**src/rtl/core/line_follow_state_machine_top_assert.svh**
```systemverilog
// Assertion macros used by the line follower steering core.
`ifndef LINE_FOLLOW_STATE_MACHINE_TOP_ASSERT_SVH
`define LINE_FOLLOW_STATE_MACHINE_TOP_ASSERT_SVH

// Same-cycle implication, checked on every rising edge outside reset.
`define LFSM_ASSERT_NOW(label, ante, cons, msg) \
    label: assert property (@(posedge clk) disable iff (!rst_n) (ante) |-> (cons)) \
        else $error(msg);

// Next-cycle implication, checked on every rising edge outside reset.
`define LFSM_ASSERT_NEXT(label, ante, cons, msg) \
    label: assert property (@(posedge clk) disable iff (!rst_n) (ante) |=> (cons)) \
        else $error(msg);

`endif

```
**src/rtl/core/lfsm_pkg.sv**
```systemverilog
// Shared types and constants of the line follower steering block.
package lfsm_pkg;

    // Configuration port geometry.
    localparam int unsigned LFSM_ADDR_W = 3;
    localparam int unsigned LFSM_DATA_W = 32;

    // Register indexes, taken from paddr[2].
    localparam logic REG_NORMAL_DWELL = 1'b0;
    localparam logic REG_STOP_DWELL   = 1'b1;

    localparam logic [7:0] NORMAL_DWELL_RESET = 8'd50;
    localparam logic [7:0] STOP_DWELL_RESET   = 8'd250;

    // Position class of one sensor reading.
    typedef enum logic [2:0] {
        CLS_CENTER       = 3'd0,
        CLS_LEFT         = 3'd1,
        CLS_SLIGHT_LEFT  = 3'd2,
        CLS_RIGHT        = 3'd3,
        CLS_SLIGHT_RIGHT = 3'd4,
        CLS_LOST         = 3'd5
    } lfsm_class_t;

    // Dwell settings handed from the register file to the steering core.
    typedef struct packed {
        logic [7:0] normal_dwell;
        logic [7:0] stop_dwell;
    } lfsm_cfg_t;

endpackage

```
**src/rtl/core/lfsm_if.sv**
```systemverilog
// Valid/ready channel interfaces for sensor requests and steering results.
interface lfsm_sensor_if;
    logic       valid;
    logic       ready;
    logic [7:0] sensor_byte;

    modport source (output valid, output sensor_byte, input ready);
    modport sink (input valid, input sensor_byte, output ready);
endinterface

interface lfsm_result_if;
    logic       valid;
    logic       ready;
    logic [4:0] motor_command;
    logic [7:0] dwell_ms;
    logic [2:0] position_class;
    logic       stopped;

    modport source (output valid, output motor_command, output dwell_ms,
                    output position_class, output stopped, input ready);
    modport sink (input valid, input motor_command, input dwell_ms,
                  input position_class, input stopped, output ready);
endinterface

```
**src/rtl/core/line_follow_state_machine_top.sv**
```systemverilog
// Top level of the line follower steering block.
//
// The block takes one request per sensor reading on the sensor channel: an
// eight-bit reflectance byte, one bit per sensor. Each request produces exactly
// one item on the result channel carrying the new steering state's motor
// command, how many milliseconds to hold it, the position class that was used
// and a flag that is set once the machine has reached its absorbing stop state.
// Both channels use a valid/ready handshake; an item moves when both are high.
// A request is registered on acceptance, then classified and stepped through
// the Moore machine on its way into the result register, which takes it when
// empty or when its item is being taken. One request is taken every cycle; the
// input register and the result register are the only stages, so throughput
// is one item per clock while the receiver keeps ready high. When the receiver
// stalls, the result is held and one further request may be parked in the
// input register; after that the sensor channel deasserts ready. Reset (rst_n
// low, asynchronous) empties both stages, returns the machine to the centre
// state and loads the dwell registers with 50 ms and 250 ms. The APB port
// holds normal_dwell at byte address 0 and stop_dwell at 4; the user must
// write it only while no request is in flight, as the block itself does not
// enforce this.
module line_follow_state_machine_top (
    input  logic                             clk,
    input  logic                             rst_n,
    lfsm_sensor_if.sink                      sensor,
    lfsm_result_if.source                    result,
    input  logic                             psel,
    input  logic                             penable,
    input  logic                             pwrite,
    input  logic [lfsm_pkg::LFSM_ADDR_W-1:0] paddr,
    input  logic [lfsm_pkg::LFSM_DATA_W-1:0] pwdata,
    output logic [lfsm_pkg::LFSM_DATA_W-1:0] prdata,
    output logic                             pready
);
    import lfsm_pkg::*;

    // Dwell settings; the user must keep them stable whenever a request is being processed, unchecked by the block.
    lfsm_cfg_t cfg;

    lfsm_apb_regs u_regs (
        .clk     (clk),
        .rst_n   (rst_n),
        .psel    (psel),
        .penable (penable),
        .pwrite  (pwrite),
        .paddr   (paddr),
        .pwdata  (pwdata),
        .prdata  (prdata),
        .pready  (pready),
        .cfg     (cfg)
    );

    // The steering core holds the input register, the state register and the
    // result register, and drives both handshakes.
    lfsm_core u_core (
        .clk    (clk),
        .rst_n  (rst_n),
        .cfg    (cfg),
        .sensor (sensor),
        .result (result)
    );

endmodule

```
**src/rtl/core/lfsm_apb_regs.sv**
```systemverilog
// APB register file holding the two dwell settings.
module lfsm_apb_regs (
    input  logic                            clk,
    input  logic                            rst_n,
    input  logic                            psel,
    input  logic                            penable,
    input  logic                            pwrite,
    input  logic [lfsm_pkg::LFSM_ADDR_W-1:0] paddr,
    input  logic [lfsm_pkg::LFSM_DATA_W-1:0] pwdata,
    output logic [lfsm_pkg::LFSM_DATA_W-1:0] prdata,
    output logic                            pready,
    output lfsm_pkg::lfsm_cfg_t             cfg
);
    import lfsm_pkg::*;

    logic [7:0] normal_dwell_reg;
    logic [7:0] stop_dwell_reg;
    logic       wr_en;
    logic       reg_sel;

    assign pready  = 1'b1;
    assign wr_en   = psel && penable && pwrite;
    assign reg_sel = paddr[2];

    always_ff @(posedge clk or negedge rst_n)
    begin
        if (!rst_n)
        begin
            normal_dwell_reg <= NORMAL_DWELL_RESET;
            stop_dwell_reg   <= STOP_DWELL_RESET;
        end
        else if (wr_en)
        begin
            case (reg_sel)
                REG_NORMAL_DWELL: normal_dwell_reg <= pwdata[7:0];
                REG_STOP_DWELL:   stop_dwell_reg   <= pwdata[7:0];
                default:          normal_dwell_reg <= normal_dwell_reg;
            endcase
        end
    end

    always_comb
    begin
        case (reg_sel)
            REG_NORMAL_DWELL: prdata = {{(LFSM_DATA_W-8){1'b0}}, normal_dwell_reg};
            REG_STOP_DWELL:   prdata = {{(LFSM_DATA_W-8){1'b0}}, stop_dwell_reg};
            default:          prdata = '0;
        endcase
    end

    assign cfg.normal_dwell = normal_dwell_reg;
    assign cfg.stop_dwell   = stop_dwell_reg;

endmodule

```
**src/rtl/core/lfsm_classify.sv**
```systemverilog
// Sorts one sensor byte into a position class, first matching test wins.
module lfsm_classify (
    input  logic [7:0]            sensor_byte,
    output lfsm_pkg::lfsm_class_t position_class
);
    import lfsm_pkg::*;

    logic is_center_pattern;

    // Patterns that read as centred; all but 8'hFF fall inside other ranges.
    assign is_center_pattern = (sensor_byte == 8'h18) || (sensor_byte == 8'hFF) ||
                               (sensor_byte == 8'h3C) || (sensor_byte == 8'h7E);

    always_comb
    begin
        if (is_center_pattern)
            position_class = CLS_CENTER;
        else if (sensor_byte >= 8'h08 && sensor_byte <= 8'h0C)
            position_class = CLS_SLIGHT_LEFT;
        else if (sensor_byte >= 8'h01 && sensor_byte <= 8'h0F)
            position_class = CLS_LEFT;
        else if (sensor_byte >= 8'h10 && sensor_byte <= 8'h7F)
            position_class = CLS_SLIGHT_RIGHT;
        else if (sensor_byte >= 8'h80 && sensor_byte <= 8'hF0)
            position_class = CLS_RIGHT;
        else if (sensor_byte == 8'h00)
            position_class = CLS_LOST;
        else
            position_class = CLS_CENTER;
    end

endmodule

```
**src/rtl/core/lfsm_core.sv**
```systemverilog
// Steering core: input register, Moore state update and result register.
module lfsm_core (
    input  logic                clk,
    input  logic                rst_n,
    input  lfsm_pkg::lfsm_cfg_t cfg,
    lfsm_sensor_if.sink         sensor,
    lfsm_result_if.source       result
);
    import lfsm_pkg::*;

    typedef enum logic [3:0] {
        ST_CENTER       = 4'd0,
        ST_SLIGHT_LEFT  = 4'd1,
        ST_LEFT         = 4'd2,
        ST_SLIGHT_RIGHT = 4'd3,
        ST_RIGHT        = 4'd4,
        ST_BUF_CENTER   = 4'd5,
        ST_BUF_CENTER2  = 4'd6,
        ST_OFF_CENTER   = 4'd7,
        ST_OFF_LEFT1    = 4'd8,
        ST_OFF_LEFT2    = 4'd9,
        ST_OFF_LEFT3    = 4'd10,
        ST_OFF_RIGHT1   = 4'd11,
        ST_OFF_RIGHT2   = 4'd12,
        ST_OFF_RIGHT3   = 4'd13,
        ST_STOP         = 4'd14
    } state_t;

    localparam logic [4:0] CMD_STOP     = 5'h00;
    localparam logic [4:0] CMD_RIGHT    = 5'h01;
    localparam logic [4:0] CMD_LEFT     = 5'h02;
    localparam logic [4:0] CMD_STRAIGHT = 5'h03;
    localparam logic [4:0] CMD_OFF_RGT  = 5'h09;
    localparam logic [4:0] CMD_OFF_LFT  = 5'h0A;
    localparam logic [4:0] CMD_SLT_LEFT = 5'h0B;
    localparam logic [4:0] CMD_SLT_RGT  = 5'h13;

    function automatic logic [4:0] cmd_of(input state_t st);
        logic [4:0] cmd;
        case (st)
            ST_SLIGHT_LEFT:  cmd = CMD_SLT_LEFT;
            ST_LEFT:         cmd = CMD_LEFT;
            ST_SLIGHT_RIGHT: cmd = CMD_SLT_RGT;
            ST_RIGHT:        cmd = CMD_RIGHT;
            ST_OFF_LEFT1,
            ST_OFF_LEFT2,
            ST_OFF_LEFT3:    cmd = CMD_OFF_LFT;
            ST_OFF_RIGHT1,
            ST_OFF_RIGHT2,
            ST_OFF_RIGHT3:   cmd = CMD_OFF_RGT;
            ST_STOP:         cmd = CMD_STOP;
            default:         cmd = CMD_STRAIGHT;
        endcase
        return cmd;
    endfunction

    function automatic state_t lost_next(input state_t st);
        state_t nx;
        case (st)
            ST_CENTER:       nx = ST_BUF_CENTER;
            ST_SLIGHT_LEFT,
            ST_LEFT:         nx = ST_OFF_LEFT1;
            ST_SLIGHT_RIGHT,
            ST_RIGHT:        nx = ST_OFF_RIGHT1;
            ST_BUF_CENTER:   nx = ST_BUF_CENTER2;
            ST_BUF_CENTER2:  nx = ST_OFF_CENTER;
            ST_OFF_CENTER:   nx = ST_STOP;
            ST_OFF_LEFT1:    nx = ST_OFF_LEFT2;
            ST_OFF_LEFT2:    nx = ST_OFF_LEFT3;
            ST_OFF_LEFT3:    nx = ST_BUF_CENTER2;
            ST_OFF_RIGHT1:   nx = ST_OFF_RIGHT2;
            ST_OFF_RIGHT2:   nx = ST_OFF_RIGHT3;
            ST_OFF_RIGHT3:   nx = ST_BUF_CENTER2;
            ST_STOP:         nx = ST_STOP;
            default:         nx = ST_BUF_CENTER;
        endcase
        return nx;
    endfunction

    // Input stage
    logic        in_valid_reg;
    logic [7:0]  in_byte_reg;
    logic        advance;

    // Result stage
    logic        out_valid_reg;
    logic [4:0]  cmd_reg;
    logic [7:0]  dwell_reg;
    logic [2:0]  class_reg;
    logic        stopped_reg;

    state_t      state_reg;
    state_t      state_next;
    lfsm_class_t cls;

    lfsm_classify u_classify (
        .sensor_byte    (in_byte_reg),
        .position_class (cls)
    );

    assign advance      = in_valid_reg && (!out_valid_reg || result.ready);
    assign sensor.ready = !in_valid_reg || advance;

    always_comb
    begin
        if (state_reg == ST_STOP)
            state_next = ST_STOP;
        else
        begin
            case (cls)
                CLS_CENTER:       state_next = ST_CENTER;
                CLS_LEFT:         state_next = ST_LEFT;
                CLS_SLIGHT_LEFT:  state_next = ST_SLIGHT_LEFT;
                CLS_RIGHT:        state_next = ST_RIGHT;
                CLS_SLIGHT_RIGHT: state_next = ST_SLIGHT_RIGHT;
                CLS_LOST:         state_next = lost_next(state_reg);
                default:          state_next = ST_CENTER;
            endcase
        end
    end

    always_ff @(posedge clk or negedge rst_n)
    begin
        if (!rst_n)
        begin
            in_valid_reg  <= 1'b0;
            out_valid_reg <= 1'b0;
            state_reg     <= ST_CENTER;
        end
        else
        begin
            if (sensor.valid && sensor.ready)
                in_valid_reg <= 1'b1;
            else if (advance)
                in_valid_reg <= 1'b0;

            if (advance)
            begin
                out_valid_reg <= 1'b1;
                state_reg     <= state_next;
            end
            else if (result.ready)
                out_valid_reg <= 1'b0;
        end
    end

    always_ff @(posedge clk)
    begin
        if (sensor.valid && sensor.ready)
            in_byte_reg <= sensor.sensor_byte;
        if (advance)
        begin
            cmd_reg     <= cmd_of(state_next);
            dwell_reg   <= (state_next == ST_STOP) ? cfg.stop_dwell : cfg.normal_dwell;
            class_reg   <= cls;
            stopped_reg <= (state_next == ST_STOP);
        end
    end

    assign result.valid          = out_valid_reg;
    assign result.motor_command  = cmd_reg;
    assign result.dwell_ms       = dwell_reg;
    assign result.position_class = class_reg;
    assign result.stopped        = stopped_reg;

`include "line_follow_state_machine_top_assert.svh"

    `LFSM_ASSERT_NEXT(a_stop_absorbs, state_reg == ST_STOP, state_reg == ST_STOP,
        "stop state was left")
    `LFSM_ASSERT_NOW(a_stopped_matches_state, out_valid_reg && stopped_reg,
        state_reg == ST_STOP, "stopped result while state is not stop")
    `LFSM_ASSERT_NEXT(a_held_request_kept, in_valid_reg && !advance,
        in_valid_reg && $stable(in_byte_reg), "held sensor request was lost")
    `LFSM_ASSERT_NOW(a_empty_stage_ready, !in_valid_reg, sensor.ready,
        "empty input stage refused a request")

endmodule
```
**src/flat_wrapper.sv**
```systemverilog
// flat-port wrapper written by rule: the top's interface ports become plain ports
module line_follow_state_machine_top_flat import lfsm_pkg::*;
  (clk, rst_n, psel, penable, pwrite, paddr, pwdata, prdata, pready, sensor_valid, sensor_sensor_byte, sensor_ready, result_valid, result_motor_command, result_dwell_ms, result_position_class, result_stopped, result_ready);
  lfsm_sensor_if sensor_i ();
  lfsm_result_if result_i ();
  input  logic clk;
  input  logic rst_n;
  input  logic psel;
  input  logic penable;
  input  logic pwrite;
  input  logic [lfsm_pkg::LFSM_ADDR_W-1:0] paddr;
  input  logic [lfsm_pkg::LFSM_DATA_W-1:0] pwdata;
  output logic [lfsm_pkg::LFSM_DATA_W-1:0] prdata;
  output logic pready;
  input wire logic [$bits(sensor_i.valid)-1:0] sensor_valid;
  input wire logic [$bits(sensor_i.sensor_byte)-1:0] sensor_sensor_byte;
  output wire logic [$bits(sensor_i.ready)-1:0] sensor_ready;
  output wire logic [$bits(result_i.valid)-1:0] result_valid;
  output wire logic [$bits(result_i.motor_command)-1:0] result_motor_command;
  output wire logic [$bits(result_i.dwell_ms)-1:0] result_dwell_ms;
  output wire logic [$bits(result_i.position_class)-1:0] result_position_class;
  output wire logic [$bits(result_i.stopped)-1:0] result_stopped;
  input wire logic [$bits(result_i.ready)-1:0] result_ready;
  assign sensor_i.valid = sensor_valid;
  assign sensor_i.sensor_byte = sensor_sensor_byte;
  assign sensor_ready = sensor_i.ready;
  assign result_valid = result_i.valid;
  assign result_motor_command = result_i.motor_command;
  assign result_dwell_ms = result_i.dwell_ms;
  assign result_position_class = result_i.position_class;
  assign result_stopped = result_i.stopped;
  assign result_i.ready = result_ready;
  line_follow_state_machine_top u_core (.clk(clk), .rst_n(rst_n), .sensor(sensor_i), .result(result_i), .psel(psel), .penable(penable), .pwrite(pwrite), .paddr(paddr), .pwdata(pwdata), .prdata(prdata), .pready(pready));
endmodule
```
**config.mk**
```make
export PLATFORM = sky130hd
export DESIGN_NAME = line_follow_state_machine_top_flat
export DESIGN_NICKNAME = d
export VERILOG_FILES = /design/src/rtl/core/lfsm_pkg.sv /design/src/rtl/core/lfsm_if.sv /design/src/rtl/core/line_follow_state_machine_top.sv /design/src/rtl/core/lfsm_apb_regs.sv /design/src/rtl/core/lfsm_classify.sv /design/src/rtl/core/lfsm_core.sv /design/src/flat_wrapper.sv
export VERILOG_INCLUDE_DIRS = /design/src /design/src/rtl/core
export SDC_FILE = /design/constraint.sdc
export NUM_CORES = 1
export LEC_CHECK = 0
export ABC_AREA = 1
export BUFFER_PORTS_ARGS = -buffer_cell sky130_fd_sc_hd__clkbuf_2
export CAP_MARGIN = 30
export CORE_MARGIN = 2
export CORE_UTILIZATION = 44
export DETAILED_ROUTE_END_ITERATION = 12
export GPL_TIMING_DRIVEN = 0
export PLACE_DENSITY_LB_ADDON = 0.12
export SYNTH_ARGS = -nofsm -noshare
export SYNTH_HDL_FRONTEND = slang
export SYNTH_SLANG_ARGS = --single-unit
```
**constraint.sdc**
```tcl
create_clock -name clk -period 1.8 [get_ports clk]
set_clock_uncertainty 0.2 [all_clocks]
set_input_delay 0.09 -clock clk [delete_from_list [all_inputs] [get_ports clk]]
set_output_delay 0.09 -clock clk [all_outputs]
set_load 0.02 [all_outputs]
```
After elaboration in Yosys (flattened, before gate mapping)
Memories as Yosys holds them, arrays and structs flattened. A register that Yosys moved wholly into a read port is not among the register bits.
Index checks and enable logic that the tools add are counted.
{"block": "totals", "mem_count": 2, "out_inout_bits": 52, "inputBits": 50, "rom_bits": 128, "word_cells": 66, "register_bits": 47}
{"memory": "(no name shown)", "words": 16, "word_bits": 4, "read_ports": 1, "rd_ports_with_merged_regs": 1, "wr": 0, "line": "lfsm_core.sv:40", "text": "case (st)"}
{"memory": "(no name shown)", "words": 16, "word_bits": 4, "read_ports": 1, "rd_ports_with_merged_regs": 0, "wr": 0, "line": "lfsm_core.sv:59", "text": "case (st)"}
{"block": "op_classes", "eq_ne": 11, "mux": 14, "magnitude_cmp": 8, "n_reduce_logical": 20, "bitwise": 1}
{"cell": "one-hot mux 32 bit (2 select lines)", "n": 1}
{"cell": "one-hot mux 4 bit (5 select lines)", "n": 1}
{"cell": "two-way mux 3 bit", "n": 6}
{"cell": "less-or-equal comparator 8 x 4 -> 1 bit (second input constant)", "n": 2}
{"cell": "equality test 4 bit (second input constant)", "n": 2}
{"cell": "equality test 8 x 5 -> 1 bit (second input constant)", "n": 1}
{"cell": "equality test 8 x 6 -> 1 bit (second input constant)", "n": 1}
{"cell": "equality test 8 x 7 -> 1 bit (second input constant)", "n": 1}
{"cell": "equality test 8 bit (second input constant)", "n": 1}
{"cell": ">= comparator 8 x 1 -> 1 bit (second input constant)", "n": 1}
{"cell": ">= comparator 8 x 4 -> 1 bit (second input constant)", "n": 1}
{"cell": ">= comparator 8 x 5 -> 1 bit (second input constant)", "n": 1}
{"cell": ">= comparator 8 bit (second input constant)", "n": 1}
{"cell": "less-or-equal comparator 8 x 7 -> 1 bit (second input constant)", "n": 1}
{"cell": "less-or-equal comparator 8 bit (second input constant)", "n": 1}
{"cell": "logical AND 1 bit", "n": 8}
{"cell": "zero test 8 bit", "n": 1}
{"cell": "two-way mux 8 bit", "n": 1}
{"cell": "equality test 3 x 2 -> 1 bit (second input constant)", "n": 2}
{"cell": "equality test 3 bit (second input constant)", "n": 2}
{"cell": "logical OR 1 bit", "n": 5}
{"cell": "two-way mux 1 bit", "n": 4}
{"cell": "two-way mux 4 bit", "n": 1}
{"cell": "AND reduction 2 bit", "n": 2}
{"cell": "4 further kinds", "n": 6}

Logic depth before layout (Yosys ltp)
{"block": "logic_depth", "depth_word": 12, "mapped_depth": 13}

Modules after synthesis
A second synthesis with hierarchy kept.
{"block": "hier_totals", "cells_unflattened": 312, "hier_area_um2": 2613.8}
{"module": "lfsm_core", "instances": 1, "cells_per_inst": 148, "seq_area_each_um2": 870.8, "area_per_inst_um2": 1490.2}
{"module": "lfsm_apb_regs", "instances": 1, "cells_per_inst": 125, "seq_area_each_um2": 411.6, "area_per_inst_um2": 960.9}
{"module": "lfsm_classify", "instances": 1, "cells_per_inst": 39, "seq_area_each_um2": 0.0, "area_per_inst_um2": 162.7}

Worst setup path before layout
No wires, ideal clock.
{"block": "synth_timing", "path_type": "flip-flop to flip-flop", "startpoint": "register u_core.u_core.state_reg[0]", "endpoint": "register u_core.u_core.dwell_reg[0], in the netlist u_core.u_core.result.dwell_ms[0] (data pin)", "setup_slack_ns": -0.234, "path_stages_with_launch": 13, "arrival_time_ns": 1.580, "setup_time_ns": 0.254, "n_path_buf": 0, "cell_sequence": "dfrtp_1 -> inv_1 -> ha_1 -> nand2_1 -> o211ai_1 -> nand3_1 -> nand2_1 -> nand2_1 -> nand2_2 -> inv_4 -> nand3_4 -> nand2_1 -> nand2_1"}
{"block": "synth_via", "elab_chain_len": 5, "elab_cells_between_ends": 6, "cone_classes": "2 x eq/ne; 3 x mux; 1 x memory"}
{"element": "start, declared", "line": "lfsm_core.sv:92", "text": "state_t state_reg;"}
{"element": "start signal, assigned", "line": "lfsm_core.sv:140", "text": "state_reg <= state_next;"}
{"element": "memory (16 x 4 bit)"}
{"element": "one-hot mux 4 bit (5 select lines)", "line": "lfsm_core.sv:110", "text": "case (cls)"}
{"element": "two-way mux 4 bit (*)", "line": "lfsm_core.sv:106", "text": "if (state_reg == ST_STOP)"}
{"element": "equality test 4 bit (*)", "line": "lfsm_core.sv:154", "text": "dwell_reg <= (state_next == ST_STOP) ? cfg.stop_dwell : cfg.normal_dwell;"}
{"element": "two-way mux 8 bit (*)", "line": "lfsm_core.sv:154"}
{"element": "end signal, assigned", "line": "lfsm_core.sv:154"}
{"element": "end, declared", "line": "lfsm_core.sv:88", "text": "logic [7:0] dwell_reg;"}
Every way passes the cells marked *; elsewhere a longest branch is shown, timed or not.
A chain may end at the register's enable or synchronous reset.

Worst setup path after layout
{"block": "layout_timing", "startpoint": "register u_core.u_core.in_byte_reg[7]", "endpoint": "register u_core.u_core.dwell_reg[2], in the netlist u_core.u_core.result.dwell_ms[2] (data pin)"}
{"block": "layout_via", "elab_chain_len": 12, "elab_cells_between_ends": 35, "cone_classes": "8 x order compare; 10 x eq/ne; 9 x mux; 8 x reduce/logical"}
{"element": "start, declared", "line": "lfsm_core.sv:82", "text": "logic [7:0] in_byte_reg;"}
{"element": "start signal, assigned", "line": "lfsm_core.sv:150", "text": "in_byte_reg <= sensor.sensor_byte;"}
{"element": ">= comparator 8 bit, or another cell as far along", "line": "lfsm_classify.sv:24", "text": "else if (sensor_byte >= 8'h80 && sensor_byte <= 8'hF0)"}
{"element": "logical AND 1 bit or two-way mux 3 bit (tied branches)", "line": "lfsm_classify.sv:24, lfsm_classify.sv:26"}
{"element": "two-way mux 3 bit", "line": "lfsm_classify.sv:24"}
{"element": "two-way mux 3 bit", "line": "lfsm_classify.sv:22", "text": "else if (sensor_byte >= 8'h10 && sensor_byte <= 8'h7F)"}
{"element": "two-way mux 3 bit", "line": "lfsm_classify.sv:20", "text": "else if (sensor_byte >= 8'h01 && sensor_byte <= 8'h0F)"}
{"element": "two-way mux 3 bit", "line": "lfsm_classify.sv:18", "text": "else if (sensor_byte >= 8'h08 && sensor_byte <= 8'h0C)"}
{"element": "two-way mux 3 bit (*)", "line": "lfsm_classify.sv:16", "text": "if (is_center_pattern)"}
{"element": "equality test 3 bit, or another cell as far along", "line": "lfsm_core.sv:110"}
{"element": "one-hot mux 4 bit (5 select lines) (*)", "line": "lfsm_core.sv:110"}
{"element": "two-way mux 4 bit (*)", "line": "lfsm_core.sv:106"}
{"element": "equality test 4 bit (*)", "line": "lfsm_core.sv:154"}
{"element": "two-way mux 8 bit (*)", "line": "lfsm_core.sv:154"}
Marked as above.

==> impl_metrics.py <==
metrics = {
    "run_status": {
        "outcome": "finished, violations left",
        "violations": "negative setup slack",
    },
    "synthesis": {
        "yosysMostFrequentCell": "nand2_1",
        "seq_area_frac_synth_pct": 49.0,
        "synth_top_area_share_pct": 27.6,
        "async_reset_ff_share_pct": 47.8,
        "ys_ff_latch": 46,
        "yosys_warnings": 0,
        "synthesis.area_mm2": 0.00262,
        "synth_cell_types": 31,
        "ys.flop_type": "edfxtp_1",
        "synth-edff-count": 24,
        "yosys-top-cells-area": "edfxtp_1 (28%), nand2_1 (14%), dfrtp_1 (12%), dfstp_2 (9.0%), buf_4 (7.8%)",
        "synth_largest_area_cell": "edfxtp_1",
        "ys_top_cells_by_count": "nand2_1 (101), inv_1 (28), buf_4 (27)",
        "syn_inst": 304,
        "syn_avg_cell_area_um2": 8.60,
    },
    "detailed_routing": {
        "drc": 0,
        "drt_first_pass_iters": 4,
        "drt_iter0_drc": 153,
        "vias": 2296,
        "viasPerCell": 4.55,
        "routedWlPerCell_um": 12.0,
        "ant_nets": 0,
        "wirelength_um": 6060,
    },
    "floorplan": {
        "chipHeight_um": 81.1,
        "num_io_pins": 102,
        "num_rows": 28,
        "die_w_um": 81.1,
        "start_util_pct": 45.0,
        "dieArea_mm2": 0.00658,
        "core_area_mm2": 0.00582,
    },
    "power": {
        "power_density_mw_per_mm2": 872,
        "p_leak_uw": 0.00190,
        "power_uw": 3310,
        "peakVddDrop_uv": 531,
    },
    "global_routing": {
        "grt_pass1_wl_um": 9270,
        "antenna_found_initial": 0,
        "grt_max_degree": 23,
        "grt_usage_pct": 18.2,
        "grt_pass1_vias": 2081,
        "overflow": 0,
    },
    "finish": {
        "final_nets": 483,
        "drive_above_1_share_pct": 41.2,
        "seq_area_mm2": 0.00128,
        "num-fill-cells": 495,
        "num_antenna_cells": 0,
        "multi_input_area_mm2": 0.00125,
        "post-route-util_pct": 65.3,
        "syn_to_final_growth_pct": 45.2,
    },
    "hold_path": {
        "hold_class": "in2async",
    },
    "clocking": {
        "cts.reportedPaths.clkPinSlew_ns": 0.10,
        "cts.sinks": 46,
        "htreeDepth": 2,
        "cts_tree": "yes",
        "cts_buffer_depth": 2,
        "clock_latency_ns": 0.30,
        "cts-root-buf": "clkbuf_8",
        "cts_buffers": 5,
    },
    "sta": {
        "finalCritPeriodShare_pct": 121,
        "slew_violations": 0,
        "tightestPinTransition_ns": 0.540,
        "period_minus_slack_ns": 2.17,
        "finalHoldViolCount": 0,
        "whs_ns": 0.106,
        "fin_ws_ns": -0.372,
        "setup_viol": 15,
        "rsz0062_at_grt": "yes",
        "slew_headroom_pct": 64.0,
        "finalSetupTns_ns": -4.54,
        "fmaxAchievable_mhz": 460,
    },
    "place": {
        "io_buffers": 48,
        "place_ws_ns": -0.395,
        "dp_hpwl_um": 3760,
        "gp_congestion": 0.793,
    },
    "critical_path": {
        "rrSetupSlack_ns": -0.37,
        "critPathArrivalTime_ns": 2.04,
        "cp-end-kind": "register",
        "crit_fanout": 7,
        "r2r-end": "u_core.u_core.result.dwell_ms[2]$_DFFE_PP_",
        "r2r_cells": 11,
        "worstPathRequired_ns": 1.66,
        "path_class": "reg2reg",
        "reg2reg_from": "u_core.u_core.in_byte_reg[7]$_DFFE_PP_",
        "critPathLaunchType": "register",
    },
    "job": {
        "cap_violations": 0,
    },
}
-- layer usage --
layer | global-route usage (%) | wire length [um] | vias to the layer above | share of wire [%]
met1 | 23.3 | 2660 | 1037 | 44
met3 | 4.11 | 317 | 4 | 5.2
met4 | 3.90 | 34 | 0 | 0.56
li1 | - | - | 1179 | -
met5 | 0 | 0 | - | 0
met2 | 31.5 | 3050 | 76 | 50
-- critical path: stages, from the launching register on --
cell	delay, ns
edfxtp_1	0.49
buf_6	0.18
buf_4	0.15
nand2_8	0.10
inv_6	0.04
nor2_4	0.10
nand3_2	0.09
nand3_4	0.18
buf_6	0.13
nand3_4	0.11
nand2_1	0.09
nand2_1	0.07
-- power by group --
group	internal, uW	switching (uW)	total (uW)
clock	318	364	682
combinational	504	691	1190
sequential	1330	106	1430
total	2150	1160	3310
-- kinds of logic (layout without fill, tap and decap cells) --
family	Yosys count	after routing	synth area share (%)
compound gates	29	29	5.93
fa+ha+maj	4	4	1.91
buf+inv	65	166	14.0
flops	46	46	49.0
other cells	2	26	0.287
simple gates	158	159	28.8
-- timing repair --
item / in CTS / in global routing
setup buffers: 11 / 11
pin swaps: 22 / 17
setup endpoints to repair: 15 / 33
hold buffers: 20 / 0
hold endpoints to repair: 48 / 0
resized for setup: 29 / 32
cloned: 2 / 2
-- cell type report --
cell class                      instances  share of cell area, %
Buffer                                 32                   6.46
Clock buffer                            7                   2.27
Clock inverter                          1                  0.231
Inverter                               33                   3.76
Multi-Input combinational cell        218                   32.8
Sequential cell                        46                   33.8
Tap cell                               75                   2.47
Timing Repair Buffer                   91                   17.8
Timing Repair inverter                  2                  0.363
-- stage by stage --
stage,cell area (um^2),instances
after floorplan,2730,328
after global placement,3060,451
after detailed placement,3060,451
after CTS,3570,492
after global routing,3800,505
final,3800,505
-- worst max-delay path by stage --
stage / endpoint / depth (start not counted) / startpoint / slack, ns
finish: u_core.u_core.result.dwell_ms[2]$_DFFE_PP_ / 11 / u_core.u_core.in_byte_reg[7]$_DFFE_PP_ / -0.37
global route: u_core.u_core.result.dwell_ms[6]$_DFFE_PP_ / 12 / u_core.u_core.in_byte_reg[6]$_DFFE_PP_ / -0.47
CTS: u_core.u_core.result.motor_command[0]$_DFFE_PP_ / 9 / u_core.u_core.in_byte_reg[5]$_DFFE_PP_ / -0.29
detailed placement: u_core.u_core.result.dwell_ms[5]$_DFFE_PP_ / 10 / u_core.u_core.in_byte_reg[5]$_DFFE_PP_ / -0.39
global placement: u_core.u_core.result.dwell_ms[5]$_DFFE_PP_ / 10 / u_core.u_core.in_byte_reg[7]$_DFFE_PP_ / -0.39
floorplan: u_core.u_core.result.dwell_ms[0]$_DFFE_PP_ / 12 / u_core.u_core.state_reg[1]$_DFFE_PN0P_ / -0.12
-- cells in the final DEF, fill, tap and decap left out, drive strengths merged --
cell type / Yosys / routed
inv: 32 / 32
nor2: 16 / 16
nor3: 2 / 2
nand3: 22 / 23
nand4: 9 / 9
a21oi: 4 / 4
buf: 30 / 53
conb: 2 / 26
o211ai: 1 / 1
clkinvlp: 0 / 2
edfxtp: 24 / 24
clkinv: 1 / 2
ha: 4 / 4
dlygate4sd3: 0 / 20
dfrtp: 13 / 13
dfstp: 9 / 9
and3: 1 / 1
o21ai: 24 / 24
nand2: 108 / 108
clkbuf: 2 / 57
No activity file was read; power rests on OpenSTA's default activity.
